### src/design/swrf_pkg.sv
`default_nettype none

package swrf_pkg;

    localparam int FRAC_BITS = 16;
    localparam int PEN_EPS   = 66;

    localparam int WORD_W  = 32;
    localparam int DEPTH_W = WORD_W + 2;
    // product widths after dropping the fraction bits
    localparam int SPR_W   = 63 - FRAC_BITS;
    localparam int DMP_W   = 64 - FRAC_BITS;
    localparam int KIN_W   = 50 - FRAC_BITS;
    localparam int ACC_W   = 52;

    typedef logic signed [WORD_W-1:0] t_word;
    typedef logic signed [ACC_W-1:0]  t_acc;

    typedef enum logic [2:0] {
        REG_BOX_X        = 3'd0,
        REG_BOX_Y        = 3'd1,
        REG_BOX_Z        = 3'd2,
        REG_WALL_DIST    = 3'd3,
        REG_STIFFNESS    = 3'd4,
        REG_DAMPING      = 3'd5,
        REG_KINETIC      = 3'd6,
        REG_STATIC_LIMIT = 3'd7
    } t_reg_idx;

    typedef struct packed {
        logic [2:0][30:0] box;
        logic [30:0]      wall_dist;
        logic [30:0]      stiff;
        logic [30:0]      damp;
        logic [16:0]      kin;
        logic [31:0]      static_lim;
    } t_cfg;

    typedef struct packed {
        t_word [2:0] pos;
        t_word [2:0] vel;
        t_word [2:0] frc;
    } t_part;

    typedef struct packed {
        logic [2:0][31:0] dep_lo;
        logic [2:0][31:0] dep_hi;
        logic [2:0]       act_lo;
        logic [2:0]       act_hi;
        logic [2:0]       slide;
        t_word [2:0]      vel;
        t_word [2:0]      frc;
    } t_s2;

    typedef struct packed {
        logic [2:0][SPR_W-1:0] spr_lo;
        logic [2:0][SPR_W-1:0] spr_hi;
        logic [2:0][DMP_W-1:0] dmp_fl;
        logic [2:0]            dmp_frac;
        logic [2:0][KIN_W-1:0] kin_fl;
        logic [2:0]            kin_frac;
        logic [2:0]            act_lo;
        logic [2:0]            act_hi;
        logic [2:0]            slide;
        t_word [2:0]           vel;
        t_word [2:0]           frc;
    } t_s3;

    typedef struct packed {
        t_acc [2:0]  wall;
        t_acc [2:0]  fric;
        t_word [2:0] frc;
    } t_s4;

    localparam t_acc SAT_MAX = t_acc'(64'sd2147483647);
    localparam t_acc SAT_MIN = t_acc'(-64'sd2147483648);

endpackage

`default_nettype wire

### src/design/swrf_combine.sv
`default_nettype none

module swrf_combine (
    input  wire                i_clk,
    input  wire                i_rst_n,
    input  wire                i_en,
    input  wire                i_valid,
    input  wire swrf_pkg::t_s3 i_s3,
    output logic               o_valid,
    output swrf_pkg::t_s4      o_s4
);

    swrf_pkg::t_acc w_kfr [3];
    swrf_pkg::t_acc w_wall [3];
    swrf_pkg::t_acc w_fric [3];
    swrf_pkg::t_acc w_term;

    swrf_pkg::t_s4 n_s4;
    swrf_pkg::t_s4 r_s4;
    logic          r_valid;

    always_comb begin
        w_term = '0;
        for (int k = 0; k < 3; k++) begin
            // kinetic term: floor(-kf*v) = -ceil(kf*v)
            w_kfr[k] = -(swrf_pkg::t_acc'($signed(i_s3.kin_fl[k]))
                         + swrf_pkg::t_acc'(i_s3.kin_frac[k]));
        end
        for (int a = 0; a < 3; a++) begin
            w_wall[a] = '0;
            if (i_s3.act_lo[a]) begin
                w_wall[a] = w_wall[a] + swrf_pkg::t_acc'(i_s3.spr_lo[a])
                            - swrf_pkg::t_acc'($signed(i_s3.dmp_fl[a]));
            end
            // upper wall, inward normal negative: -(spring + ceil(damping * v))
            if (i_s3.act_hi[a]) begin
                w_wall[a] = w_wall[a] - swrf_pkg::t_acc'(i_s3.spr_hi[a])
                            - swrf_pkg::t_acc'($signed(i_s3.dmp_fl[a]))
                            - swrf_pkg::t_acc'(i_s3.dmp_frac[a]);
            end
        end
        for (int k = 0; k < 3; k++) begin
            w_fric[k] = '0;
            for (int a = 0; a < 3; a++) begin
                if (a != k) begin
                    w_term = i_s3.slide[a] ? -swrf_pkg::t_acc'($signed(i_s3.vel[k]))
                                           : w_kfr[k];
                    if (i_s3.act_lo[a]) begin
                        w_fric[k] = w_fric[k] + w_term;
                    end
                    if (i_s3.act_hi[a]) begin
                        w_fric[k] = w_fric[k] + w_term;
                    end
                end
            end
        end
        for (int k = 0; k < 3; k++) begin
            n_s4.wall[k] = w_wall[k];
            n_s4.fric[k] = w_fric[k];
        end
        n_s4.frc = i_s3.frc;
    end

    always_ff @(posedge i_clk) begin
        if (!i_rst_n) begin
            r_valid <= 1'b0;
        end else if (i_en) begin
            r_valid <= i_valid;
        end
    end

    always_ff @(posedge i_clk) begin
        if (i_en && i_valid) begin
            r_s4 <= n_s4;
        end
    end

    assign o_valid = r_valid;
    assign o_s4    = r_s4;

endmodule

`default_nettype wire

### config.mk
export PLATFORM = sky130hd
export DESIGN_NAME = swrf_combine
export DESIGN_NICKNAME = d
export VERILOG_FILES = /design/src/design/swrf_pkg.sv /design/src/design/swrf_combine.sv
export SDC_FILE = /design/constraint.sdc
export NUM_CORES = 2
export LEC_CHECK = 0
export BUFFER_PORTS_ARGS = -buffer_cell sky130_fd_sc_hd__buf_2
export CAP_MARGIN = 10
export CELL_PAD_IN_SITES_DETAIL_PLACEMENT = 1
export CELL_PAD_IN_SITES_GLOBAL_PLACEMENT = 2
export CORE_AREA = 2 2 453 455
export CTS_BUF_LIST = sky130_fd_sc_hd__clkbuf_16
export DETAILED_ROUTE_END_ITERATION = 10
export DIE_AREA = 0 0 455 457
export PLACE_DENSITY = 0.89
export SLEW_MARGIN = 25
export SYNTH_ARGS = -nofsm -noshare
export SYNTH_HDL_FRONTEND = slang
export SYNTH_SLANG_ARGS = --single-unit
### constraint.sdc
create_clock -name i_clk -period 18.5 [get_ports i_clk]
set_clock_uncertainty 0.1 [all_clocks]
set_input_delay 4.625 -clock i_clk [delete_from_list [all_inputs] [get_ports i_clk]]
set_output_delay 4.625 -clock i_clk [all_outputs]
set_load 0.1 [all_outputs]
==> reports/metrics.cfg <==
[detailed_routing]
vias_per_cell=5.58
routed_wl_microns=304000
avgRoutedWirePerCell_microns=25.1
drc=0
vias=67700
ant_nets=0
initialDrtViolationCount=4281
dr.pass1.iters=5

[setup_path]
r2r_start=o_valid$_SDFFE_PN0P_
r2r_setup_slack_ps=17680
cp-end-kind=register
path_class=in -> reg
endpoint=o_s4[147]$_DFFE_PP_
max_stage_delay_ps=760
path_max_fanout=6
startpoint_type=input port
cp_data_required_time_ps=18910
worstPathArrival_ps=13650
cp_common_cell=ha_1
crit_start=i_s3[201]
rr_endpoint=o_valid$_SDFFE_PN0P_
worst_path_max_delay_cell=o41ai_1
reg2reg_depth=2

[pwr]
ir_drop_mv=0.0820
power.leakage_nw=36.7
p_per_area_nw_per_um2=116

[floorplan]
initial_core_util_pct=32.8
die-width_microns=455
core.rowCount=166
die-height_microns=457
core_area_sq_um=203000
io_pins=1148
dieArea_sq_um=208000

[synthesis]
synth_xor_area_share_pct=9.23
synth_enable_flop_cells=408
synth_cells=8328
synth_mux_area_share_pct=4.87
seq_area_frac_synth_pct=18.4
synth-compound-area-share_pct=25.9
yosysTopAreaCell=edfxtp_1
synthesis.area_sq_um=66700
yosysUniqueCellTypes=104
async_reset_ff_share_pct=0
avgSynthCellArea_sq_um=8.01
netlist_top_cells_count=858 x ha_1, 841 x nand2_1, 774 x a21oi_1
synthMostInstantiatedCell=ha_1
yosys.area_share.simple_pct=15.1
syn_nets=10100
ys_top_cells_by_area=edfxtp_1 18%, ha_1 16%, xnor2_1 5.9%
synth-seq-cells=409
synth_flop_cell=edfxtp_1
synth_top_family_by_area=compound AO/OA/AOI/OAI gates
synth_fa_ha_area_share_pct=20.7
yosys_warnings=0
synth_top_area_share_pct=18.4

[cts]
cts_root_buffer=clkbuf_16
cts_made_buffers=60
clk_latency_ps=760
path_clk_slew_ps=60
hold_buffers=0
cts_resized=0
cts_htree_levels=2
cts_buffer_depth=3
post-cts-setup-buffers=0
cts_tree=yes
cts_sinks=409

[sta]
finalSetupViolations=0
rsz0062_at_grt=no
tns_ps=0
finalMaxSlewViolations=0
min_period_over_period_pct=71.6
tightest_slew_ps=1060
hold_viol=0
layout_min_cycle_time_ps=13240
fmax_ghz=0.0755
max_slew_margin_pct=28.8

[final_layout]
stdcell_count=12100
regArea_sq_um=12300
nNetsFinal=11100
n_fill_cell=25000
multiInputGateArea_sq_um=50600
area_growth_pct=15.9
drive_above_1_share_pct=17.2

[place]
dp_hpwl_microns=255000
numPortBuffers=1147
place_inst=11900
place.gp.congestion=1.00

[grt]
antenna_found_initial=109
grt_max_degree=122
first_global_vias=69500
grt_usage_pct=28.2
grt_pass1_wl_microns=445000
grt_overflow=0

[run]
drv_cap=0

[outcome]
status=complete, no violations

[worst_hold_path]
hold_class=reg -> reg

[per-stage QoR]
step	hold slack [ps]	instance area [sq um]	utilization [%]	setup slack (ps)	power (mW)
final	525	77400	38.0	5260	8.95
after global routing	582	77300	38.0	4620	9.58
after detailed placement	502	75200	37.0	4620	7.71
after CTS	521	77200	38.0	5420	8.98
after floorplan	995	66700	-	3740	6.10
after global placement	464	75200	37.0	4740	7.61
[cells in the final DEF, fill, tap and decap left out, drive strengths merged, types with 55 or more instances in the layout]
cell    netlist  final
buf          51   1195
o21bai      120    120
a211oi       55     55
o31ai        71     71
mux2i        73     73
nor2        469    469
nand4        78     78
and3         67     67
nor2b        70     70
diode         0     69
clkbuf      218     60
nand2b      111    111
xor2        253    253
o21a        103    103
edfxtp      408    408
nor3        109    109
a21oi       776    776
nand3       145    145
ha          858    858
inv         763    777
fa          153    153
o21ai       643    643
nand2       843    843
xnor2       450    450
a31oi       110    110
a21o        455    455
mux2        222    222
[cell families (layout without fill, tap and decap cells)]
kind of cell / after synthesis / in the layout
fa+ha+maj: 1011 / 1011
other cells: 0 / 69
mux: 296 / 296
xor+xnor: 703 / 703
flops: 409 / 409
simple gates: 2148 / 2148
compound gates: 2729 / 2729
buf+inv: 1032 / 2069
[registers in the layout, summed over array words and instances (netlist names)]
register and flops:
o_valid 1, o_s4 408
[how the worst min path moves through the flow]
stage / startpoint / endpoint / cells past startpoint / slack, ps
2_1_floorplan: o_valid$_SDFFE_PN0P_ / o_valid$_SDFFE_PN0P_ / 2 / 1000
3_3_place_gp: o_valid$_SDFFE_PN0P_ / o_valid$_SDFFE_PN0P_ / 2 / 460
3_5_place_dp: o_valid$_SDFFE_PN0P_ / o_valid$_SDFFE_PN0P_ / 2 / 500
6_report: o_valid$_SDFFE_PN0P_ / o_valid$_SDFFE_PN0P_ / 2 / 530
4_1_cts: o_valid$_SDFFE_PN0P_ / o_valid$_SDFFE_PN0P_ / 2 / 520
5_1_grt: o_valid$_SDFFE_PN0P_ / o_valid$_SDFFE_PN0P_ / 2 / 580
[layer usage]
metal	up-vias	routed length (microns)	part of all wire (%)	global-route usage, %
li1	32100	-	-	-
met1	33200	125000	41	33.4
met2	1713	144000	47	47.4
met3	574	15900	5.2	5.17
met4	68	19200	6.3	16.1
met5	-	458	0.15	0
[power by group]
part	switching, mW	internal [mW]	leakage, nW
clock network	0.541	0.649	0.984
registers	0.0978	1.28	3.77
logic	4.21	2.18	32.0
[final cells by class]
cell class                 count  area share, %
timing repair buffer        1195           7.95
multi-input combinational   6887           65.4
tap                         2688           4.35
inverter                     763           3.70
clock buffer                  60           1.94
sequential                   409           15.9
clock inverter                51          0.573
antenna                       69          0.223
[worst max-delay path, delay by kind of cell]
kind | cells | cell delay, ps
simple gates | 2 | 450
compound gates | 23 | 6450
buf+inv | 3 | 200
xor+xnor | 4 | 580
fa+ha+maj | 4 | 1100
mux | 1 | 240
(Power assumes the default switching activity.)
