===== src/design/swrf_pkg.sv =====
`default_nettype none

package swrf_pkg;

    localparam int FRAC_BITS = 16;
    localparam int PEN_EPS   = 66;

    localparam int WORD_W  = 32;
    localparam int DEPTH_W = WORD_W + 2;
    // product widths after dropping the fraction bits
    localparam int SPR_W   = 63 - FRAC_BITS;
    localparam int DMP_W   = 64 - FRAC_BITS;
    localparam int KIN_W   = 50 - FRAC_BITS;
    localparam int ACC_W   = 52;

    typedef logic signed [WORD_W-1:0] t_word;
    typedef logic signed [ACC_W-1:0]  t_acc;

    typedef enum logic [2:0] {
        REG_BOX_X        = 3'd0,
        REG_BOX_Y        = 3'd1,
        REG_BOX_Z        = 3'd2,
        REG_WALL_DIST    = 3'd3,
        REG_STIFFNESS    = 3'd4,
        REG_DAMPING      = 3'd5,
        REG_KINETIC      = 3'd6,
        REG_STATIC_LIMIT = 3'd7
    } t_reg_idx;

    typedef struct packed {
        logic [2:0][30:0] box;
        logic [30:0]      wall_dist;
        logic [30:0]      stiff;
        logic [30:0]      damp;
        logic [16:0]      kin;
        logic [31:0]      static_lim;
    } t_cfg;

    typedef struct packed {
        t_word [2:0] pos;
        t_word [2:0] vel;
        t_word [2:0] frc;
    } t_part;

    typedef struct packed {
        logic [2:0][31:0] dep_lo;
        logic [2:0][31:0] dep_hi;
        logic [2:0]       act_lo;
        logic [2:0]       act_hi;
        logic [2:0]       slide;
        t_word [2:0]      vel;
        t_word [2:0]      frc;
    } t_s2;

    typedef struct packed {
        logic [2:0][SPR_W-1:0] spr_lo;
        logic [2:0][SPR_W-1:0] spr_hi;
        logic [2:0][DMP_W-1:0] dmp_fl;
        logic [2:0]            dmp_frac;
        logic [2:0][KIN_W-1:0] kin_fl;
        logic [2:0]            kin_frac;
        logic [2:0]            act_lo;
        logic [2:0]            act_hi;
        logic [2:0]            slide;
        t_word [2:0]           vel;
        t_word [2:0]           frc;
    } t_s3;

    typedef struct packed {
        t_acc [2:0]  wall;
        t_acc [2:0]  fric;
        t_word [2:0] frc;
    } t_s4;

    localparam t_acc SAT_MAX = t_acc'(64'sd2147483647);
    localparam t_acc SAT_MIN = t_acc'(-64'sd2147483648);

endpackage

`default_nettype wire


===== src/design/swrf_sat.sv =====
`default_nettype none

module swrf_sat (
    input  wire                   i_clk,
    input  wire                   i_rst_n,
    input  wire                   i_en,
    input  wire                   i_valid,
    input  wire swrf_pkg::t_s4    i_s4,
    output logic                  o_valid,
    output swrf_pkg::t_word [2:0] o_force
);

    swrf_pkg::t_acc          w_sum [3];
    swrf_pkg::t_word [2:0]   n_force;
    swrf_pkg::t_word [2:0]   r_force;
    logic                    r_valid;

    always_comb begin
        for (int k = 0; k < 3; k++) begin
            w_sum[k] = swrf_pkg::t_acc'($signed(i_s4.frc[k])) + i_s4.wall[k] + i_s4.fric[k];
            if (w_sum[k] > swrf_pkg::SAT_MAX) begin
                n_force[k] = swrf_pkg::SAT_MAX[31:0];
            end else if (w_sum[k] < swrf_pkg::SAT_MIN) begin
                n_force[k] = swrf_pkg::SAT_MIN[31:0];
            end else begin
                n_force[k] = w_sum[k][31:0];
            end
        end
    end

    always_ff @(posedge i_clk) begin
        if (!i_rst_n) begin
            r_valid <= 1'b0;
        end else if (i_en) begin
            r_valid <= i_valid;
        end
    end

    always_ff @(posedge i_clk) begin
        if (i_en && i_valid) begin
            r_force <= n_force;
        end
    end

    assign o_valid = r_valid;
    assign o_force = r_force;

endmodule

`default_nettype wire


===== config.mk =====
export PLATFORM = sky130hd
export DESIGN_NAME = swrf_sat
export DESIGN_NICKNAME = d
export VERILOG_FILES = /design/src/design/swrf_pkg.sv /design/src/design/swrf_sat.sv
export SDC_FILE = /design/constraint.sdc
export NUM_CORES = 1
export LEC_CHECK = 0
export BUFFER_PORTS_ARGS = -buffer_cell sky130_fd_sc_hd__buf_2
export CAP_MARGIN = 20
export CELL_PAD_IN_SITES_DETAIL_PLACEMENT = 0
export CELL_PAD_IN_SITES_GLOBAL_PLACEMENT = 1
export CORE_ASPECT_RATIO = 1.25
export CORE_MARGIN = 5
export CORE_UTILIZATION = 39
export DETAILED_ROUTE_END_ITERATION = 8
export GPL_TIMING_DRIVEN = 0
export PLACE_DENSITY_LB_ADDON = 0.1
export SYNTH_ARGS = -nofsm -noshare
export SYNTH_HDL_FRONTEND = slang
export SYNTH_SLANG_ARGS = --single-unit

===== constraint.sdc =====
create_clock -name i_clk -period 4.7 [get_ports i_clk]
set_input_delay 0.235 -clock i_clk [delete_from_list [all_inputs] [get_ports i_clk]]
set_output_delay 0.235 -clock i_clk [all_outputs]
set_load 0.05 [all_outputs]

==> results by stage, run 1 <==
Logic synthesis:
- Summed over all instances, the cell type with the most area after synthesis is fa_1.
- A synthesized cell averages 9.01 um^2.
- The synthesized area is 15,900 um^2.
- Yosys mapped the design onto 75 distinct sky130hd cell types.
- Among all flip-flop cells after synthesis, the most frequent one is edfxtp_1.
- The total nets after synthesis is 2,480.
- In the post-synthesis netlist, the biggest area contributors are fa_1, edfxtp_1, ha_1.
- Synthesis handed over a netlist of 1,762 instances.
- Sequential cells were found to cover 18.3% of the synthesized design area.
- The proportion of synthesized flip-flops having asynchronous set or reset is 0%.
- Synthesis inferred 97 register bits.
- The top cell type by area accounts for 19.7% of the synthesized area.
- Counting flops with a built-in enable in the synthesized netlist gives 96.
- Yosys printed 0 warnings.

Drt:
- Dividing the detail-routed wire length by the instance count gives 20.5 um.
- The first-iteration detailed-routing DRC count is 881.
- The final route contains 15,600 vias.
- The remaining antenna violation count is 0.
- After detailed routing, the number of remaining DRC violations is 0.
- The total wire length after detailed routing is 58,100 um.
- The vias per cell is 5.49.
- Before antenna repair, the detailed router went through 5 iterations.

Placement:
- The global placer's final weighted congestion is 0.931.
- The half-perimeter wire length of the detailed placement result is 51,400 um.
- Port buffering added 508 buffers.

Floorplanning:
- Pin placement for this block handled 509 I/O pins.
- Measured along the x axis, the die boundary spans 190 um.
- The number of standard-cell rows in the floorplan is 82.
- The area of the placeable core is 40,200 um^2.
- The die height is 236 um.
- The total die area is 44,900 um^2.
- The effective utilization at floorplan is 39.5%.

Worst setup path:
- The type of destination of the critical path is a flip-flop.
- The startpoint identified for the worst register-to-register timing path is o_valid.
- The worst reg2reg path depth is 2.
- The endpoint of the worst register-to-register path is o_valid.
- The data arrival time of the critical path is 4.66 ns.
- The most frequent cell on the critical path is buf_2.
- The critical path's top delay family is compound AO/OA/AOI/OAI gates.
- The depth of the critical timing path with buffers and inverters included is 17.
- The capture point of the worst path is o_force[89].
- The critical path goes through buf_2 > fa_1 > ha_1 > buf_2 > a21oi_1 > o21a_1 > a211oi_1 > or3_1 > a32oi_1 > mux2i_1 > and4_1 > and3_1 > nand4_1 > o41a_1 > buf_4 > buf_2 > o21ai_1.
- STA classifies the critical path startpoint as a primary input.
- The most critical setup path has its startpoint at i_s4[78].
- For this run, the slowest stage of the critical path takes 0.69 ns.
- The slowest library cell on the worst path is a32oi_1.
- The worst setup path is of the primary input to flip-flop kind.
- Across all register-to-register paths, the minimum setup slack is 4.02 ns.
- The number of buffer and inverter stages on the critical path is 4.
- Of all nets on the critical path, the largest fanout is 10.
- The required time at the endpoint of the critical path is 4.84 ns.

Power:
- The worst vdd rail ir drop is 0.000178 V.
- In this run the power density over the cells is 387 nW/um^2.
- The analysis attributes to cell leakage a power of 8.40 nW.
- Total power for the finished layout comes to 0.00760 W.

STA:
- The number of endpoints failing setup at the final stage is 0.
- The clock skew after layout is 0 ns.
- The number of hold-slack violations in the final timing report is 0.
- The period utilization is 96.3%.
- Summed over all failing endpoints, the final setup total negative slack is 0 ns.
- The maximum operating frequency is 221 MHz.
- Subtracting the final worst setup slack from the clock period gives 4.53 ns.
- The headroom to the max-slew limit is 45.1%.
- At the pin with the least slew margin, the transition time is 0.823 ns.
- The max-slew violation count was 0.

Layout:
- The net count reported at finish is 3,004.
- The area growth from synthesis to layout is 23.8%.
- The post-route netlist has 27.5% of its cells at a drive strength greater than 1.
- 0 antenna diodes ended up in the layout.
- The number of filler instances in the final layout is 4,079.

CTS:
- The cell chosen for the clock root is clkbuf_16.
- The CTS tree is built.
- Clock-pin slew was measured on the worst setup and hold paths at 0.07 ns.
- The clock tree buffer depth is 2.
- The clock tree synthesis step divided the H-tree into 3 levels.
- Counting the buffers created by CTS gives 9.
- For this design, the sink count on the clock tree is 97.
- The later pin in the worst-skew pair is clocked with a latency of 0.36 ns.

GRT:
- The initial antenna violation count came to 0.
- The first global-routing pass estimated 88,800 um of wire.
- Entering global routing, the biggest net connects 66 pins.
- The total overflow reported by the global router is 0.
- The number of global-route vias before repair is 16,400.
- Global routing used 24.9% of the available tracks.

Job:
- The tool flagged a number of max-cap violations equal to 0.

Run status:
- The run finished with clean final reports.

Min path:
- The min-delay analysis places its worst path in the category primary input to flip-flop.
[per-layer routing]
metal  track usage (%)  vias to the layer above  wire length [um]
met5                 0                        -                 0
met4              8.71                        0              2160
met3              4.33                       90              3680
met2              46.1                      517             30000
met1              28.8                     7374             22200
li1                  -                     7583                 -
[cells in the final DEF (no fill, tap or decap), types with 5 or more instances in the layout]
master / instances
clkbuf_2: 7
a21oi_1: 187
edfxtp_1: 96
o21ai_1: 85
inv_1: 47
and4_1: 6
o21ai_2: 31
o21a_1: 20
a211oi_1: 19
nor2b_1: 6
nor4_1: 11
o211ai_1: 20
o21ai_0: 100
a21o_1: 45
xnor2_1: 76
and3_1: 9
nand2_1: 170
nand4_1: 51
o31a_1: 5
or3_1: 11
a221oi_1: 6
clkbuf_1: 36
and2_1: 10
o31ai_1: 10
xor2_1: 67
nor3_1: 31
a31oi_1: 12
nand3_1: 23
buf_4: 13
nand2b_1: 7
clkbuf_16: 9
fa_1: 156
buf_2: 519
buf_6: 8
nor2_1: 105
o21bai_1: 21
ha_1: 150
[worst min path at each step]
| stage | from | end | slack (ns) | depth (start not counted) |
|---|---|---|---|---|
| 2_1_floorplan | i_rst_n | o_valid | 0.35 | 1 |
| 3_3_place_gp | i_rst_n | o_valid | 0.44 | 2 |
| 3_5_place_dp | i_rst_n | o_valid | 0.44 | 2 |
| 4_1_cts | i_rst_n | o_valid | 0.05 | 2 |
| 5_1_grt | i_rst_n | o_valid | 0.07 | 2 |
| 6_report | i_rst_n | o_valid | 0.08 | 2 |
[final cells by class]
| class | count | area [um^2] | share of cell area, % |
|---|---|---|---|
| Sequential cell | 97 | 2900 | 14.8 |
| Multi-Input combinational cell | 1546 | 12600 | 64.1 |
| Buffer | 70 | 353 | 1.80 |
| Tap cell | 546 | 683 | 3.48 |
| Clock buffer | 9 | 225 | 1.15 |
| Timing Repair Buffer | 515 | 2640 | 13.4 |
| Clock inverter | 7 | 83.8 | 0.427 |
| Inverter | 47 | 176 | 0.898 |
[logic make-up after synthesis]
logic type,synth area share (%)
simple gates,13.7
mux,0.276
xor+xnor,7.89
fa+ha+maj,31.5
compound gates,25.1
flops,18.3
buf+inv,3.28
[power breakdown]
| group | switching [W] | internal (W) | total, W |
|---|---|---|---|
| Sequential | 0.0000615 | 0.00128 | 0.00134 |
| Combinational | 0.00355 | 0.00189 | 0.00544 |
| Clock | 0.000354 | 0.000462 | 0.000816 |
| Total | 0.00397 | 0.00363 | 0.00760 |
[synthesized netlist by cell type, types with 21 or more instances]
| master | n |
|---|---|
| a21oi_1 | 189 |
| nand2_1 | 170 |
| fa_1 | 156 |
| ha_1 | 150 |
| nor2_1 | 105 |
| o21ai_0 | 100 |
| edfxtp_1 | 96 |
| o21ai_1 | 85 |
| xnor2_1 | 76 |
| xor2_1 | 67 |
| nand4_1 | 51 |
| inv_1 | 47 |
| a21o_1 | 45 |
| clkbuf_1 | 45 |
| nor3_1 | 31 |
| o21ai_2 | 31 |
| nand3_1 | 23 |
| a211oi_1 | 21 |
| o21bai_1 | 21 |
[registers in the layout, indices dropped and copies added, names as in the netlist]
name	flops
o_force	96
o_valid	1
[timing repair]
| item | CTS | global route |
|---|---|---|
| hold buffers | 0 | 0 |
| pin swaps | 2 | 4 |
| gates resized for setup | 14 | 30 |
| buffers inserted | 3 | 3 |
| endpoints found under the setup margin | 92 | 92 |
[through the flow]
step / worst slack [ns] / util (%) / hold WS, ns / instance area, um^2 / cells
2_1_floorplan: 0.513 / - / 0.353 / 15900 / 1762
3_3_place_gp: -1.02 / 47.5 / 0.440 / 19100 / 2816
3_5_place_dp: -1.08 / 47.6 / 0.441 / 19100 / 2817
4_1_cts: 0.00294 / 48.5 / 0.0538 / 19500 / 2836
5_1_grt: -0.00704 / 48.8 / 0.0716 / 19600 / 2837
6_report: 0.172 / 48.8 / 0.0751 / 19600 / 2837
Power figures use the tool's default switching activity.
==> run 2, diff against run 1 <==
- BUFFER_PORTS_ARGS: -buffer_cell sky130_fd_sc_hd__buf_2 -> -buffer_cell sky130_fd_sc_hd__buf_4
==> run 2 against run 1 <==
  * Sequential share of layout area is 0.88 points lower
  * Clock skew stayed put
  * Combinational power is 3% higher
  * Largest power group unchanged
  * Largest cell class unchanged
  * Hold slack worse by 0.0024 ns
  * Utilization is 3.1 points higher
  * Worst setup slack worse by 0.075 ns
  * Via count is 0.58% higher
==> results by stage, run 2 (synthesis results as in run 1) <==
Layout:
- The most common cell after layout, fill and taps aside is buf_4.
- The net count reported at finish is 3,004 (unchanged).
- The area growth from synthesis to layout is 31.7%.
- The number of antenna diodes is 0 (unchanged).
- The number of cells in the finished layout apart from fillers came to 2,837 (unchanged).
- The share of post-route cells with drive strength above 1 is 27.6% (+0.13 points).
- The register area is 2900 um^2 (unchanged).
- The post-layout utilization of the core is 52.0% (+3.1 points).
- The post-route cell area is 20,900 um^2 (+6.4%).
- The flip-flop count of the largest register, all copies and words added is 96 (unchanged).
- The top cell types in the final layout, fill and taps aside, are buf_4, a21oi_1, nand2_1, fa_1, ha_1.
- The number of filler instances in the final layout was 3,951 (-3.1%).
- The area of the multi-input gates is 12,600 um^2 (+0.26%).

CTS:
- The clock net sink count is 97 (unchanged).
- The tree is rooted in a clkbuf_16.
- The maximum level of the CTS H-tree came to 3 (unchanged).
- The number of buffers created by CTS is 9 (unchanged).
- TritonCTS built the clock tree.
- The clock input transition at the sequential cells of the worst setup and hold paths is 0.07 ns (about the same).
- The clock tree buffer depth is 2 (unchanged).
- The clock latency of the later-clocked register in the worst-skew pair came to 0.37 ns (about the same).

Floorplanning:
- The area of the placeable core is 40,200 um^2 (unchanged).
- The horizontal die dimension came to 190 um (unchanged).
- The die height is 236 um (unchanged).
- The effective utilization at floorplan is 39.5% (unchanged).
- The total die area is 44,900 um^2 (unchanged).
- The number of standard-cell rows in the floorplan is 82 (unchanged).
- The number of ports placed on the die boundary is 509 (unchanged).

STA:
- The worst hold-check slack is 0.0727 ns (-0.00244 ns).
- The max-slew violation count was 0 (unchanged).
- The maximum operating frequency came to 217 MHz (-1.6%).
- The pin slew with the least headroom to its limit came to 0.777 ns (-0.0464 ns).
- The period utilization is 97.9% (+1.6 points).
- The number of endpoints failing setup at the final stage is 0 (unchanged).
- The number of hold-slack violations in the final timing report came to 0 (unchanged).
- The minimum clock period came to 4.60 ns (+0.0748 ns).
- The clock skew after layout is 0 ns (unchanged).
- The headroom to the max-slew limit is 48.2% (+3.1 points).

Drt:
- The first-iteration detailed-routing DRC count is 929 (+5.4%).
- The total length of routed met3 wires came to 3430 um (-6.9%).
- The met2 wire length is 31,100 um (+3.6%).
- The highest metal layer carrying signal wires in the routed design is met4.
- The number of search-and-repair iterations in the first detailed-routing pass was 5 (unchanged).
- The total number of vias is 15,700 (+0.58%).
- The count of unresolved DRC violations after routing is 0 (unchanged).
- The average routed wire per standard cell was 20.7 um (+1.1%).
- The remaining antenna violation count is 0 (unchanged).
- The met1 layer wirelength in the final routing is 22,400 um (+0.71%).
- The vias per cell is 5.52 (+0.58%).
- The total wire length after detailed routing was 58,700 um (+1.1%).

Placement:
- The half-perimeter wire length of the detailed placement result is 51,700 um (+0.66%).
- The global placer's final weighted congestion came to 0.936 (+0.45%).
- The instance area after placement was 20,400 um^2 (+6.6%).
- The total of buffers placed on input and output ports is 508 (unchanged).
- The number of cells after detailed placement was 2,817 (unchanged).

Power:
- The power density over cell area was 368 nW/um^2 (-4.9%).
- The worst vdd rail ir drop is 0.000182 V (+2.0%).
- The leakage power summed over all cells is 8.82 nW (+5.0%).

Worst setup path:
- The maximum fanout along the worst path is 21 (+11).
- The type of destination of the critical path is a flip-flop.
- The required time at the endpoint of the critical path was 4.82 ns (-0.02 ns).
- The data arrival time of the critical path is 4.72 ns (+0.06 ns).
- The critical path in this run is classified as primary input to flip-flop.
- The kind of launch point of the worst setup path is a primary input.

Job:
- The count of maximum capacitance violations is 0 (unchanged).

GRT:
- The pin count of the biggest net entering global routing is 61 (-7.6%).
- The total overflow reported by the global router is 0 (unchanged).
- The initial antenna violation count came to 0 (unchanged).
- The total routing usage reported by global routing was 25.4% (+0.43 points).
- The number of global-route vias before repair is 16,500 (+0.55%).
- The first-pass GRT wire length came to 90,500 um (+1.9%).

Min path:
- The min-delay analysis places its worst path in the category primary input to flip-flop.

Run status:
- The run finished with clean final reports.
## run 2: critical path, cell delays in order
cell and delay [ns]:
buf_4 0.38, fa_1 0.48, ha_1 0.30, clkbuf_1 0.22, a21oi_1 0.24, o21ai_0 0.21
a221oi_1 0.49, o31ai_2 0.21, or3_1 0.34, o21ai_1 0.23, xor2_1 0.31, nand2_1 0.09
nor4_1 0.32, a41o_1 0.33, buf_4 0.26, o21ai_2 0.08
## run 2: area by class of cell
cell class                 instances  area share (%)
multi-input combinational       1546            60.4
clock buffer                      10            1.10
buffer                            69            1.65
sequential                        97            13.9
timing repair buffer             516            18.7
inverter                          47           0.844
tap                              546            3.27
clock inverter                     6           0.204
## run 2: routing by layer
metal | vias up | track usage, %
met1 | 7523 | 29.4
met3 | 79 | 3.77
met5 | - | 0
li1 | 7571 | -
met2 | 482 | 48.0
met4 | 0 | 7.34
## run 2: power by group
group / internal, W / total (W) / switching, W / leakage [nW]
combinational: 0.00208 / 0.00562 / 0.00355 / 7.75
sequential: 0.00128 / 0.00134 / 0.0000585 / 0.944
clock: 0.000361 / 0.000727 / 0.000366 / 0.130
## run 2: through the flow
stage                     power (W)  setup TNS (ns)  setup slack, ns
after global placement      0.00686          -47.59           -0.800
after global routing        0.00827          -0.696          -0.0511
after CTS                   0.00768               0           0.0467
after floorplan             0.00514               0            0.513
final                       0.00769               0           0.0972
after detailed placement    0.00689          -49.44           -0.791
## run 2: what timing repair did
item	in CTS	in global routing
resized for setup	10	28
pin swaps	2	5
endpoints found under the setup margin	61	92
setup buffers	4	3
hold buffers	0	0
## run 2: final timing paths
| path | endpoint | startpoint | cells after the start | slack, ns |
|---|---|---|---|---|
| max reg2reg | o_valid | o_valid | 2 | 4.01 |
| min | o_valid | i_rst_n | 2 | 0.07 |
| min reg2reg | o_valid | o_valid | 2 | 0.59 |
| max | o_force[42] | i_s4[63] | 16 | 0.1 |
